### config.mk
export PLATFORM = sky130hd
export DESIGN_NAME = tolerant_base64_decoder_core
export DESIGN_NICKNAME = d
export VERILOG_FILES = /design/src/hdl/b64dec_pkg.sv /design/src/hdl/tolerant_base64_decoder_core.sv
export SDC_FILE = /design/constraint.sdc
export NUM_CORES = 1
export LEC_CHECK = 0
export BUFFER_PORTS_ARGS = -buffer_cell sky130_fd_sc_hd__buf_4
export CORE_AREA = 5 5 100 102
export DETAILED_ROUTE_END_ITERATION = 10
export DIE_AREA = 0 0 105 107
export GPL_TIMING_DRIVEN = 0
export PLACE_DENSITY_LB_ADDON = 0.1
export SYNTH_ARGS = -nofsm -noshare
export SYNTH_HDL_FRONTEND = slang
export SYNTH_SLANG_ARGS = --single-unit
### constraint.sdc
create_clock -name clk -period 6.3 [get_ports clk]
set_clock_uncertainty 0.15 [all_clocks]
set_input_delay 0.63 -clock clk [delete_from_list [all_inputs] [get_ports clk]]
set_output_delay 0.63 -clock clk [all_outputs]
set_load 0.02 [all_outputs]
### src/hdl/b64dec_pkg.sv
`timescale 1ns / 1ps
// ---------------------------------------------------------------------------
// b64dec_pkg
// Types, character codes and the alphabet lookup for the base64 decoder core.
// ---------------------------------------------------------------------------
package b64dec_pkg;

  // character codes
  localparam logic [7:0] CHAR_PAD   = 8'h3D;  // '='
  localparam logic [7:0] CHAR_PLUS  = 8'h2B;  // '+'
  localparam logic [7:0] CHAR_SLASH = 8'h2F;  // '/'
  localparam logic [7:0] CHAR_UC_A  = 8'h41;  // 'A'
  localparam logic [7:0] CHAR_UC_Z  = 8'h5A;  // 'Z'
  localparam logic [7:0] CHAR_LC_A  = 8'h61;  // 'a'
  localparam logic [7:0] CHAR_LC_Z  = 8'h7A;  // 'z'
  localparam logic [7:0] CHAR_ZERO  = 8'h30;  // '0'
  localparam logic [7:0] CHAR_NINE  = 8'h39;  // '9'

  // alphabet offsets
  localparam logic [5:0] DIGIT_LC_BASE  = 6'd26;
  localparam logic [5:0] DIGIT_NUM_BASE = 6'd52;
  localparam logic [5:0] DIGIT_PLUS     = 6'd62;
  localparam logic [5:0] DIGIT_SLASH    = 6'd63;

  // accumulator geometry
  localparam int unsigned ACC_W     = 12;
  localparam int unsigned PEND_W    = 4;
  localparam logic [4:0]  PEND_MAX  = 5'd12;
  localparam logic [4:0]  BYTE_BITS = 5'd8;
  localparam logic [4:0]  DIGIT_BITS = 5'd6;

  typedef struct packed {
    logic [7:0] char_in;
    logic       last_char;
  } in_item_t;

  typedef struct packed {
    logic [7:0] byte_out;
    logic       byte_valid;
    logic       payload_done;
    logic       decoded_nonempty;
  } out_item_t;

  typedef struct packed {
    logic       hit;
    logic [5:0] value;
  } digit_t;

  // map one character through the standard alphabet
  function automatic digit_t b64_digit(input logic [7:0] c);
    digit_t d;
    d.hit   = 1'b1;
    d.value = 6'd0;
    if (c >= CHAR_UC_A && c <= CHAR_UC_Z) begin
      d.value = 6'(c - CHAR_UC_A);
    end else if (c >= CHAR_LC_A && c <= CHAR_LC_Z) begin
      d.value = 6'(c - CHAR_LC_A) + DIGIT_LC_BASE;
    end else if (c >= CHAR_ZERO && c <= CHAR_NINE) begin
      d.value = 6'(c - CHAR_ZERO) + DIGIT_NUM_BASE;
    end else if (c == CHAR_PLUS) begin
      d.value = DIGIT_PLUS;
    end else if (c == CHAR_SLASH) begin
      d.value = DIGIT_SLASH;
    end else begin
      d.hit = 1'b0;
    end
    return d;
  endfunction

endpackage

### src/hdl/tolerant_base64_decoder_core.sv
`timescale 1ns / 1ps
// ---------------------------------------------------------------------------
// tolerant_base64_decoder_core
// Decodes a base64 character stream, one character per transaction, skipping
// characters outside the alphabet and stopping at the first pad character.
// ---------------------------------------------------------------------------
//   channel  direction  payload     handshake
//   in       input      in_item_t   in_valid / in_stall
//   out      output     out_item_t  out_valid / out_stall
//
// One character is taken per cycle while in_stall is low; decode state updates
// at the accepting edge and the result is registered (into skid if out is held).
// A result waits in the output register; a second one parks in a skid
// register, and in_stall is simply that skid register being full.
// rst is synchronous and clears all decode state and empties both result stages.
// Characters that yield no byte and are not last produce no out transaction.
// ---------------------------------------------------------------------------
module tolerant_base64_decoder_core (
  input  logic                  clk,
  input  logic                  rst,
  input  logic                  in_valid,
  output logic                  in_stall,
  input  b64dec_pkg::in_item_t  in_data,
  output logic                  out_valid,
  input  logic                  out_stall,
  output b64dec_pkg::out_item_t out_data
);
  import b64dec_pkg::*;

  logic [ACC_W-1:0]  bit_accumulator;
  logic [PEND_W-1:0] pending_bits;
  logic              padding_seen;
  logic              any_byte_out;

  logic [ACC_W-1:0]  bit_accumulator_next;
  logic [PEND_W-1:0] pending_bits_next;
  logic              padding_seen_next;
  logic              any_byte_out_next;

  out_item_t res;
  logic      res_present;
  out_item_t skid_data;
  logic      skid_valid;

  digit_t     digit;
  logic [4:0] pend_sum;
  logic [4:0] pend_clamp;
  logic [7:0] byte_sel;
  logic       in_fire;
  logic       out_take;

  assign in_stall = skid_valid;
  assign in_fire  = in_valid && !in_stall;
  assign out_take = out_valid && !out_stall;

  // one character step
  always_comb begin
    digit                = b64_digit(in_data.char_in);
    bit_accumulator_next = bit_accumulator;
    pending_bits_next    = pending_bits;
    padding_seen_next    = padding_seen;
    any_byte_out_next    = any_byte_out;
    pend_sum             = {1'b0, pending_bits} + DIGIT_BITS;
    pend_clamp           = (pend_sum > PEND_MAX) ? PEND_MAX : pend_sum;
    byte_sel             = 8'd0;
    res                  = '0;
    if (!padding_seen) begin
      if (in_data.char_in == CHAR_PAD) begin
        padding_seen_next = 1'b1;
      end else if (digit.hit) begin
        bit_accumulator_next = {bit_accumulator[ACC_W-7:0], digit.value};
        if (pend_clamp >= BYTE_BITS) begin
          pending_bits_next = PEND_W'(pend_clamp - BYTE_BITS);
          byte_sel = 8'(bit_accumulator_next >> pending_bits_next);
          res.byte_out   = byte_sel;
          res.byte_valid = 1'b1;
          any_byte_out_next = 1'b1;
        end else begin
          pending_bits_next = PEND_W'(pend_clamp);
        end
      end
    end
    res.payload_done     = in_data.last_char;
    res.decoded_nonempty = in_data.last_char && any_byte_out_next;
    res_present          = res.byte_valid || in_data.last_char;
  end

  // decode state, back to reset after the last character
  always_ff @(posedge clk) begin
    if (rst) begin
      bit_accumulator <= '0;
      pending_bits    <= '0;
      padding_seen    <= 1'b0;
      any_byte_out    <= 1'b0;
    end else if (in_fire) begin
      if (in_data.last_char) begin
        bit_accumulator <= '0;
        pending_bits    <= '0;
        padding_seen    <= 1'b0;
        any_byte_out    <= 1'b0;
      end else begin
        bit_accumulator <= bit_accumulator_next;
        pending_bits    <= pending_bits_next;
        padding_seen    <= padding_seen_next;
        any_byte_out    <= any_byte_out_next;
      end
    end
  end

  // output register with skid stage
  always_ff @(posedge clk) begin
    if (rst) begin
      out_valid  <= 1'b0;
      skid_valid <= 1'b0;
    end else if (!out_valid || out_take) begin
      if (skid_valid) begin
        out_valid  <= 1'b1;
        skid_valid <= 1'b0;
      end else begin
        out_valid <= in_fire && res_present;
      end
    end else if (in_fire && res_present) begin
      skid_valid <= 1'b1;
    end
  end

  always_ff @(posedge clk) begin
    if (!out_valid || out_take) begin
      out_data <= skid_valid ? skid_data : res;
    end else if (in_fire && res_present) begin
      skid_data <= res;
    end
  end

  // pending bit count stays even and within the accumulator
  a_pend_range: assert property (@(posedge clk) disable iff (rst)
    pending_bits <= PEND_W'(PEND_MAX) && !pending_bits[0])
    else $error("pending bit count out of range");

  // skid register is only used behind a held output
  a_skid_order: assert property (@(posedge clk) disable iff (rst)
    skid_valid |-> out_valid)
    else $error("skid full while output empty");

  // the last character returns the decoder to its reset state
  a_last_clears: assert property (@(posedge clk) disable iff (rst)
    (in_fire && in_data.last_char) |=>
      (pending_bits == '0 && !padding_seen && !any_byte_out))
    else $error("state not cleared after last character");

  // a nonempty flag comes only with the done flag, and no byte without valid
  a_out_flags: assert property (@(posedge clk) disable iff (rst)
    out_valid |-> ((!out_data.decoded_nonempty || out_data.payload_done) &&
                   (out_data.byte_valid || out_data.byte_out == 8'd0)))
    else $error("inconsistent result flags");

  // characters after the pad emit no byte
  a_pad_silent: assert property (@(posedge clk) disable iff (rst)
    (in_fire && padding_seen) |-> !res.byte_valid)
    else $error("byte emitted after padding");

endmodule
# After elaboration in Yosys (flattened, before gate mapping)
# Index checks and enable logic that the tools add are counted.
# classes
addsub	7
multipliers	0
div_mod_pow	0
n_lt_le_gt_ge	8
eq_ne	5
shift	1
muxes	34
n_bitwise	1
n_reduce_logical	16
# op_table
op	count
6-bit two-way mux	9
9-bit two-way mux	4
8-bit by 6-bit equality test with 1-bit output (second input constant)	3
4-bit two-way mux	5
8-bit by 7-bit >= comparator with 1-bit output (second input constant)	2
8-bit by 7-bit less-or-equal comparator with 1-bit output (second input constant)	2
1-bit two-way mux	14
12-bit by 4-bit right shift with 8-bit output	1
6-bit subtractor (second input constant)	2
11-bit two-way mux	1
8-bit by 6-bit >= comparator with 1-bit output (second input constant)	1
8-bit by 6-bit less-or-equal comparator with 1-bit output (second input constant)	1
1-bit logical AND	7
6-bit by 5-bit adder with 6-bit output (second input constant)	1
6-bit adder (second input constant)	1
6-bit by 1-bit subtractor with 6-bit output (second input constant)	1
4-bit by 3-bit adder with 5-bit output (second input constant)	1
5-bit by 4-bit >= comparator with 1-bit output (second input constant)	1
5-bit by 4-bit greater-than comparator with 1-bit output (second input constant)	1
5-bit two-way mux	1
2-bit != test (second input constant)	2
4-bit AND reduction	1
4-bit subtractor (second input constant)	1
1-bit logical NOT	3
5 further kinds	6
# word_totals
register_bits	36
latch_bits	0
ramBits	0
mem_bits_ro	0
inputBits	13
output_inout_bits	13
word_cells	86
n_memories	0

# Longest topological paths before layout
# Gate-level depths: netlist of run 1.
# depth
word_depth	14
depth_mapped	11

# Least setup slack after synthesis of run 1
# Ideal clock, no wire load.
# synth_path
path_type	input port to flip-flop
startpoint	input in_data[3] (netlist bit)
endpoint	register out_data[3] (netlist bit) (data pin)
setup_time_ps	267
t_arrival_ps	2680
setup_slack_ps	3203
path_stages	9
n_path_buf	0
path_cell_list	inv_1 > ha_1 > a21oi_2 > a211oi_4 > a2111oi_1 > mux2_2 > a2bb2oi_1 > a2bb2oi_1 > a31oi_1
# synth_via
elab_chain_len	12
word_cells_on_any_way	33
# synth_rtl
element	line_no	text
from (decl)	tolerant_base64_decoder_core.sv:23	input b64dec_pkg::in_item_t in_data,
branches (longest 9 deep; another with 6-bit subtractor)	--	
9-bit two-way mux (*)	tolerant_base64_decoder_core.sv:68	if (in_data.char_in == CHAR_PAD) begin
9-bit two-way mux (*)	tolerant_base64_decoder_core.sv:67	if (!padding_seen) begin
11-bit two-way mux (*)	tolerant_base64_decoder_core.sv:129	out_data <= skid_valid ? skid_data : res;
to (signal assigned)	tolerant_base64_decoder_core.sv:129	
to (decl)	tolerant_base64_decoder_core.sv:26	output b64dec_pkg::out_item_t out_data
# Mark *: on every way between the ends.
# A chain may end at the register's enable or synchronous reset.

# Final worst setup path of run 1
# Same ends and word-level chain as after synthesis.

==> results of run 1 <==
## cell usage in the layout (no fill, tap or decap), drive strengths merged, types with 7 or more instances in the layout
cell type and count:
a211oi 7, nor3 8, buf 27, nand2 26, nor2 19, nor4 8
o31ai 9, edfxtp 22, dfxtp 14, inv 15, ha 10, nand3 9
clkbuf 17, a21oi 17, o21ai 13
## state kept, by name, indices dropped and copies added (netlist names)
register and cells:
any_byte_out 1, pending_bits 4, out_valid 1, in_stall 1
bit_accumulator 6, skid_data 11, padding_seen 1, out_data 11
## layout make-up
cell class                      instances  area share
Inverter                               15     0.01835
Buffer                                 13     0.03548
Tap cell                              111     0.04527
Multi-Input combinational cell        211      0.4951
Clock buffer                            6     0.02692
Sequential cell                        36      0.3067
Timing Repair Buffer                   25     0.06117
Clock inverter                          2     0.01101
## cell families after synthesis
kind of cell,share of synthesized area
compound gates,0.2736
simple gates,0.2083
mux,0.04242
xor+xnor,0.006674
fa+ha+maj,0.04766
buf+inv,0.06291
flops,0.3584
## critical path: stages
cell	delay [ps]
buf_4	140
inv_1	100
ha_1	310
a21oi_2	270
a311oi_2	130
a2111oi_1	820
mux2_2	440
a2bb2oi_1	190
a2bb2oi_1	290
a31oi_1	140
## worst paths after layout
check | startpoint | cells after the start | to | slack, ps
min | pending_bits[0] | 2 | pending_bits[0] | 320
min reg2reg | pending_bits[0] | 2 | pending_bits[0] | 320
max | in_data[3] | 10 | out_data[3] | 2710
max reg2reg | pending_bits[1] | 9 | out_data[9] | 3210
## metal layers
layer / global-route usage / wire, um / up-vias
met1: 0.1729 / 3327 / 997
met3: 0.01987 / 175 / 10
met4: 0.04110 / 136 / 0
met2: 0.2019 / 3179 / 38
met5: 0 / 0 / -
li1: - / - / 1121
## power by group through the flow
stage | Combinational (mW) | Sequential (mW) | Clock, mW
global route | 0.141 | 0.259 | 0.233
CTS | 0.130 | 0.258 | 0.223
floorplan | 0.0820 | 0.269 | 0
detailed placement | 0.129 | 0.263 | 0
global placement | 0.130 | 0.263 | 0
finish | 0.128 | 0.258 | 0.214
==> results_tabular.tex, run 1 <==
\begin{tabular}{lr}
\hline
Metric & Value \\
\hline
\multicolumn{2}{l}{\textbf{Cells and area}} \\
Area of the multi-input gates & 1519 um2 \\
Fraction of final layout cells sized beyond drive strength 1 & 0.2305 \\
Final Core Density & 0.3401 \\
P\&R area growth vs syn & 16.87\% \\
Final Non-Filler Cells & 419 \\
Diode count & 0 \\
Register cell area after layout & 940.9 um2 \\
Cell area after layout & 3068 um2 \\
Count of fill cells added during filler insertion & 963 \\
Final layout net count & 330 \\
\multicolumn{2}{l}{\textbf{Clock tree}} \\
Total number of H-tree levels & 2 \\
Clock Latency Late Sink & 290 ps \\
Post-cts hold buffer count & 0 \\
TritonCTS clock tree & done \\
Setup Buffers After CTS & 0 \\
Clock-pin slew on the worst setup and hold paths & 80 ps \\
Number of clock sinks & 36 \\
Number of buffers between clock root and the deepest sink & 2 \\
CTS buffer count & 5 \\
Post\_cts resized & 0 \\
Clock tree root driver cell & clkbuf\_8 \\
\multicolumn{2}{l}{\textbf{Logic synthesis}} \\
Average cell area after synthesis & approximately 9.5 um2 \\
Total standard cell area after synthesis & 2625 um2 \\
Number of enable flip-flop cells after synthesis & 22 \\
Sequential fraction of the synthesis area & 0.3584 \\
Commonest cells in the synthesized netlist & 26 x nand2\_1, 22 x edfxtp\_1, 18 x nor2\_1, 16 x a21oi\_1 \\
Count of warnings emitted by yosys & 0 \\
Synth cell types & 70 \\
Most common cell in the synthesized netlist & nand2\_1 \\
Top\_reg\_cell synth & edfxtp\_1 \\
Library cell occupying the most area in the post-synthesis netlist & edfxtp\_1 \\
Number of standard cells after synthesis & 275 \\
Synth area leaders & edfxtp\_1 25\%, dfxtp\_1 11\%, ha\_1 4.8\% \\
Portion of synthesized cell area occupied by the leading cell type & 0.2517 \\
Share of flip-flops with an asynchronous set or reset & 0 \\
Seq cells post-synth & 36 \\
Post-synthesis net count & 298 \\
\multicolumn{2}{l}{\textbf{GRT}} \\
Largest net degree at the start of global routing & 15 \\
Global Route Usage Sum & 0.1260 \\
Number of antenna violations at the first check in global routing & 0 \\
First-pass GRT wire length & 11.41 mm \\
Vias in the first global route & 2121 \\
Residual overflow from global routing & 0 \\
\multicolumn{2}{l}{\textbf{Power}} \\
Power per Cell Area & 195.6 nW/um2 \\
Switch share & 0.2791 \\
Clock group share of total power & 0.357 \\
Combinational cell fraction of total power & 0.214 \\
Share of total power in sequential cells & 0.430 \\
Static Leakage & 1.083 nW \\
IR drop worst, VDD & $\sim$0.097 mV \\
Total net switching power & 167.5 uW \\
Int Pwr & 432.6 uW \\
Sum of internal, switching and leakage power & 600.2 uW \\
\multicolumn{2}{l}{\textbf{Setup path}} \\
Kind of start point of the critical path & primary input \\
Crit. End Element & flop \\
Crit-path max FO & 9 \\
Required time of the critical path & about 6200 ps \\
Crit path DAT & 3480 ps \\
Startpoint-to-endpoint class of the critical path & primary input to flop \\
\multicolumn{2}{l}{\textbf{Timing}} \\
Number of failing hold endpoints at the final stage & 0 \\
Final number of setup-violating endpoints & 0 \\
Worst Tran Pin Value & roughly 900 ps \\
Period utilisation layout & 0.5705 \\
Setup TNS & 0 ps \\
Fmax & roughly 0.28 GHz \\
Unrepaired setup endpoints after global routing & no \\
Final Hold Slack & 320.6 ps \\
Period minus WS final & 3594 ps \\
Final setup margin & 2706 ps \\
Slew Limit Fails & 0 \\
Worst max-slew margin expressed relative to the limit & 0.4047 \\
\multicolumn{2}{l}{\textbf{Place}} \\
Setup Slack @ Placement & 2318 ps \\
Weighted congestion at the end of routability-driven global placement & around 0.83 \\
Number of buffer cells added on primary ports & 25 \\
Inst Count DP & 411 \\
Cell area after placement & 2952 um2 \\
Detail Placement HPWL & 5.329 mm \\
\multicolumn{2}{l}{\textbf{Die}} \\
Starting Density & 0.2910 \\
Overall die height & 107 um \\
Die Width & 105 um \\
Io pins & 26 \\
Standard-cell row count & 35 \\
Die ar. & 11240 um2 \\
Core area & approximately 9000 um2 \\
\multicolumn{2}{l}{\textbf{Job}} \\
Max capacitance violation total & 0 \\
\multicolumn{2}{l}{\textbf{Detailed routing}} \\
Residual antenna-violating net count after detailed routing & 0 \\
Count of routing violations after the opening detailed-route iteration & 84 \\
Via Count & around 2200 \\
Post-DR wirelength/cell & between 15 and 20 um \\
Remaining design rule violation count & 0 \\
Number of vias per cell after detailed routing & 5.169 \\
First drt pass iteration count & 4 \\
Final wirelength & 6.818 mm \\
\multicolumn{2}{l}{\textbf{Run status}} \\
Status & complete, no violations \\
\multicolumn{2}{l}{\textbf{Min path}} \\
Path type of the worst min-delay path & flop to flop \\
\hline
\end{tabular}
No activity file was read; power rests on OpenSTA's default activity.
==> run 2: changes to the inputs <==
- clock period: 6.3 -> 3 ns (I/O delays scaled with it)
==> results_tabular.tex, run 2 (synthesized netlist as in run 1, its figures left out) <==
\begin{tabular}{lr}
\hline
Metric & Value \\
\hline
\multicolumn{2}{l}{\textbf{Detailed routing}} \\
Final wirelength & 7.131 mm \\
Remaining design rule violation count & 0 \\
Residual antenna-violating net count after detailed routing & 0 \\
Count of routing violations after the opening detailed-route iteration & 64 \\
Via Count & roughly 2200 \\
Post-DR wirelength/cell & 16.82 um \\
First drt pass iteration count & 4 \\
Number of vias per cell after detailed routing & around 5.2 \\
\multicolumn{2}{l}{\textbf{Place}} \\
Weighted congestion at the end of routability-driven global placement & 0.8341 \\
Inst Count DP & 411 \\
Detail Placement HPWL & 5.329 mm \\
Number of buffer cells added on primary ports & 25 \\
Cell area after placement & 2952 um2 \\
\multicolumn{2}{l}{\textbf{Cells and area}} \\
Fraction of final layout cells sized beyond drive strength 1 & 0.2812 \\
Final layout net count & 335 \\
Final Non-Filler Cells & roughly 420 \\
P\&R area growth vs syn & 22.97\% \\
Most common cell after layout, fill and taps aside & buf\_4 \\
Cell area after layout & 3228 um2 \\
Diode count & 0 \\
Top library cells by usage in the layout, fill and taps aside & 30 x buf\_4, 26 x nand2\_1, 22 x edfxtp\_1, 18 x nor2\_1, 15 x a21oi\_1 \\
Top flop regs & out\_data (11), skid\_data (11), bit\_accumulator (6) \\
\multicolumn{2}{l}{\textbf{Die}} \\
Overall die height & 107 um \\
Die ar. & 11240 um2 \\
Die Width & between 100 and 150 um \\
Core area & about 9000 um2 \\
Standard-cell row count & 35 \\
Io pins & 26 \\
Starting Density & 0.2910 \\
\multicolumn{2}{l}{\textbf{Power}} \\
Static Leakage & approximately 1.1 nW \\
IR drop worst, VDD & between 0.2 and 0.25 mV \\
Power per Cell Area & approximately 400 nW/um2 \\
Sum of internal, switching and leakage power & 1.291 mW \\
\multicolumn{2}{l}{\textbf{Timing}} \\
Setup TNS & 0 ps \\
Worst Tran Pin Value & 579.7 ps \\
Fmax & between 0.3 and 0.4 GHz \\
Worst max-slew margin expressed relative to the limit & 0.6126 \\
Period minus WS final & just under 3000 ps \\
Final number of setup-violating endpoints & 0 \\
Final Hold Slack & 68.02 ps \\
Number of failing hold endpoints at the final stage & 0 \\
Slew Limit Fails & 0 \\
Period utilisation layout & 0.9790 \\
Unrepaired setup endpoints after global routing & yes \\
\multicolumn{2}{l}{\textbf{Setup path}} \\
Crit-path max FO & 10 \\
Required time of the critical path & 2890 ps \\
Longest individual stage delay on the worst path & approximately 420 ps \\
Worst Path Buf+Inv & 3 \\
Startpoint-to-endpoint class of the critical path & primary input to flop \\
Kind of start point of the critical path & primary input \\
CP max stage cell & a2111oi\_4 \\
Most frequent cell on the critical path & buf\_4 \\
Crit. End Element & flop \\
Cell family contributing the most delay on the critical path & compound AO/OA/AOI/OAI gates \\
Crit path DAT & roughly 2800 ps \\
List of cells traversed by the critical path & buf\_4 -> inv\_1 -> ha\_1 -> nor2b\_1 -> a2bb2oi\_4 -> buf\_4 -> a2111oi\_4 -> mux2\_2 -> a2bb2oi\_1 -> a2bb2oi\_2 -> a31oi\_1 \\
\multicolumn{2}{l}{\textbf{Clock tree}} \\
CTS buffer count & 5 \\
Clock Latency Late Sink & 290 ps \\
Number of buffers between clock root and the deepest sink & 2 \\
TritonCTS clock tree & done \\
Clock tree root driver cell & clkbuf\_8 \\
Number of clock sinks & 36 \\
Clock-pin slew on the worst setup and hold paths & 80 ps \\
Total number of H-tree levels & 2 \\
\multicolumn{2}{l}{\textbf{GRT}} \\
Global Route Usage Sum & 0.1273 \\
First-pass GRT wire length & between 10 and 15 mm \\
Number of antenna violations at the first check in global routing & 0 \\
Vias in the first global route & 2120 \\
Residual overflow from global routing & 0 \\
Largest net degree at the start of global routing & 15 \\
\multicolumn{2}{l}{\textbf{Job}} \\
Max capacitance violation total & 0 \\
\multicolumn{2}{l}{\textbf{Run status}} \\
Status & complete, no violations \\
\multicolumn{2}{l}{\textbf{Min path}} \\
Path type of the worst min-delay path & primary input to flop \\
\hline
\end{tabular}
## run 2: worst reg2reg max path: stages (launching register included)
cell and delay [ps]:
dfxtp_2 380, inv_1 60, ha_1 360, nor3_1 80, or2b_2 360, or2_2 370, clkbuf_8 200, o41ai_1 120
o31ai_4 170, a2bb2oi_2 200, a31oi_1 110
## run 2: final cells by class
type	instances	area, um2
Inverter	15	56.30
Clock buffer	6	82.58
Timing Repair Buffer	30	225.2
Multi-Input combinational cell	212	1644
Fill cell	953	5793
Tap cell	111	138.9
Sequential cell	36	942.2
Clock inverter	2	33.78
Buffer	12	105.1
## run 2: final timing paths
path | start | to | slack, ps | cells past startpoint
max | in_data[2] | out_data[3] | 60 | 11
min | rst | padding_seen | 70 | 2
max reg2reg | pending_bits[1] | out_data[3] | 190 | 10
min reg2reg | pending_bits[0] | pending_bits[0] | 320 | 2
## run 2: metal layers
| metal | up-vias | global-route usage | wire, um | share of wire |
|---|---|---|---|---|
| met3 | 6 | 0.01987 | 213 | 0.030 |
| met2 | 47 | 0.2095 | 3433 | 0.48 |
| met1 | 1032 | 0.1737 | 3401 | 0.48 |
| li1 | 1137 | - | - | - |
| met4 | 0 | 0.03288 | 82 | 0.011 |
| met5 | - | 0 | 0 | 0 |
## run 2: power by group
part / leakage [nW] / switching [mW] / internal [mW]
clock network: 0.0588 / 0.185 / 0.268
registers: 0.333 / 0.00606 / 0.536
logic: 0.738 / 0.179 / 0.117
total: 1.13 / 0.370 / 0.921
## run 2: what timing repair did
action | in CTS | in global routing
resized for setup | 11 | 6
buffers inserted | 0 | 5
pin swaps | 1 | 6
gates cloned | 0 | 1
endpoints found under the setup margin | 20 | 14
hold buffers | 0 | 0
## run 2: per-stage QoR
stage	setup slack, ps	util
2_1_floorplan	233.2	-
3_3_place_gp	-734.0	0.3272
3_5_place_dp	-651.9	0.3272
4_1_cts	-0.2858	0.3483
5_1_grt	-28.04	0.3578
6_report	62.91	0.3578
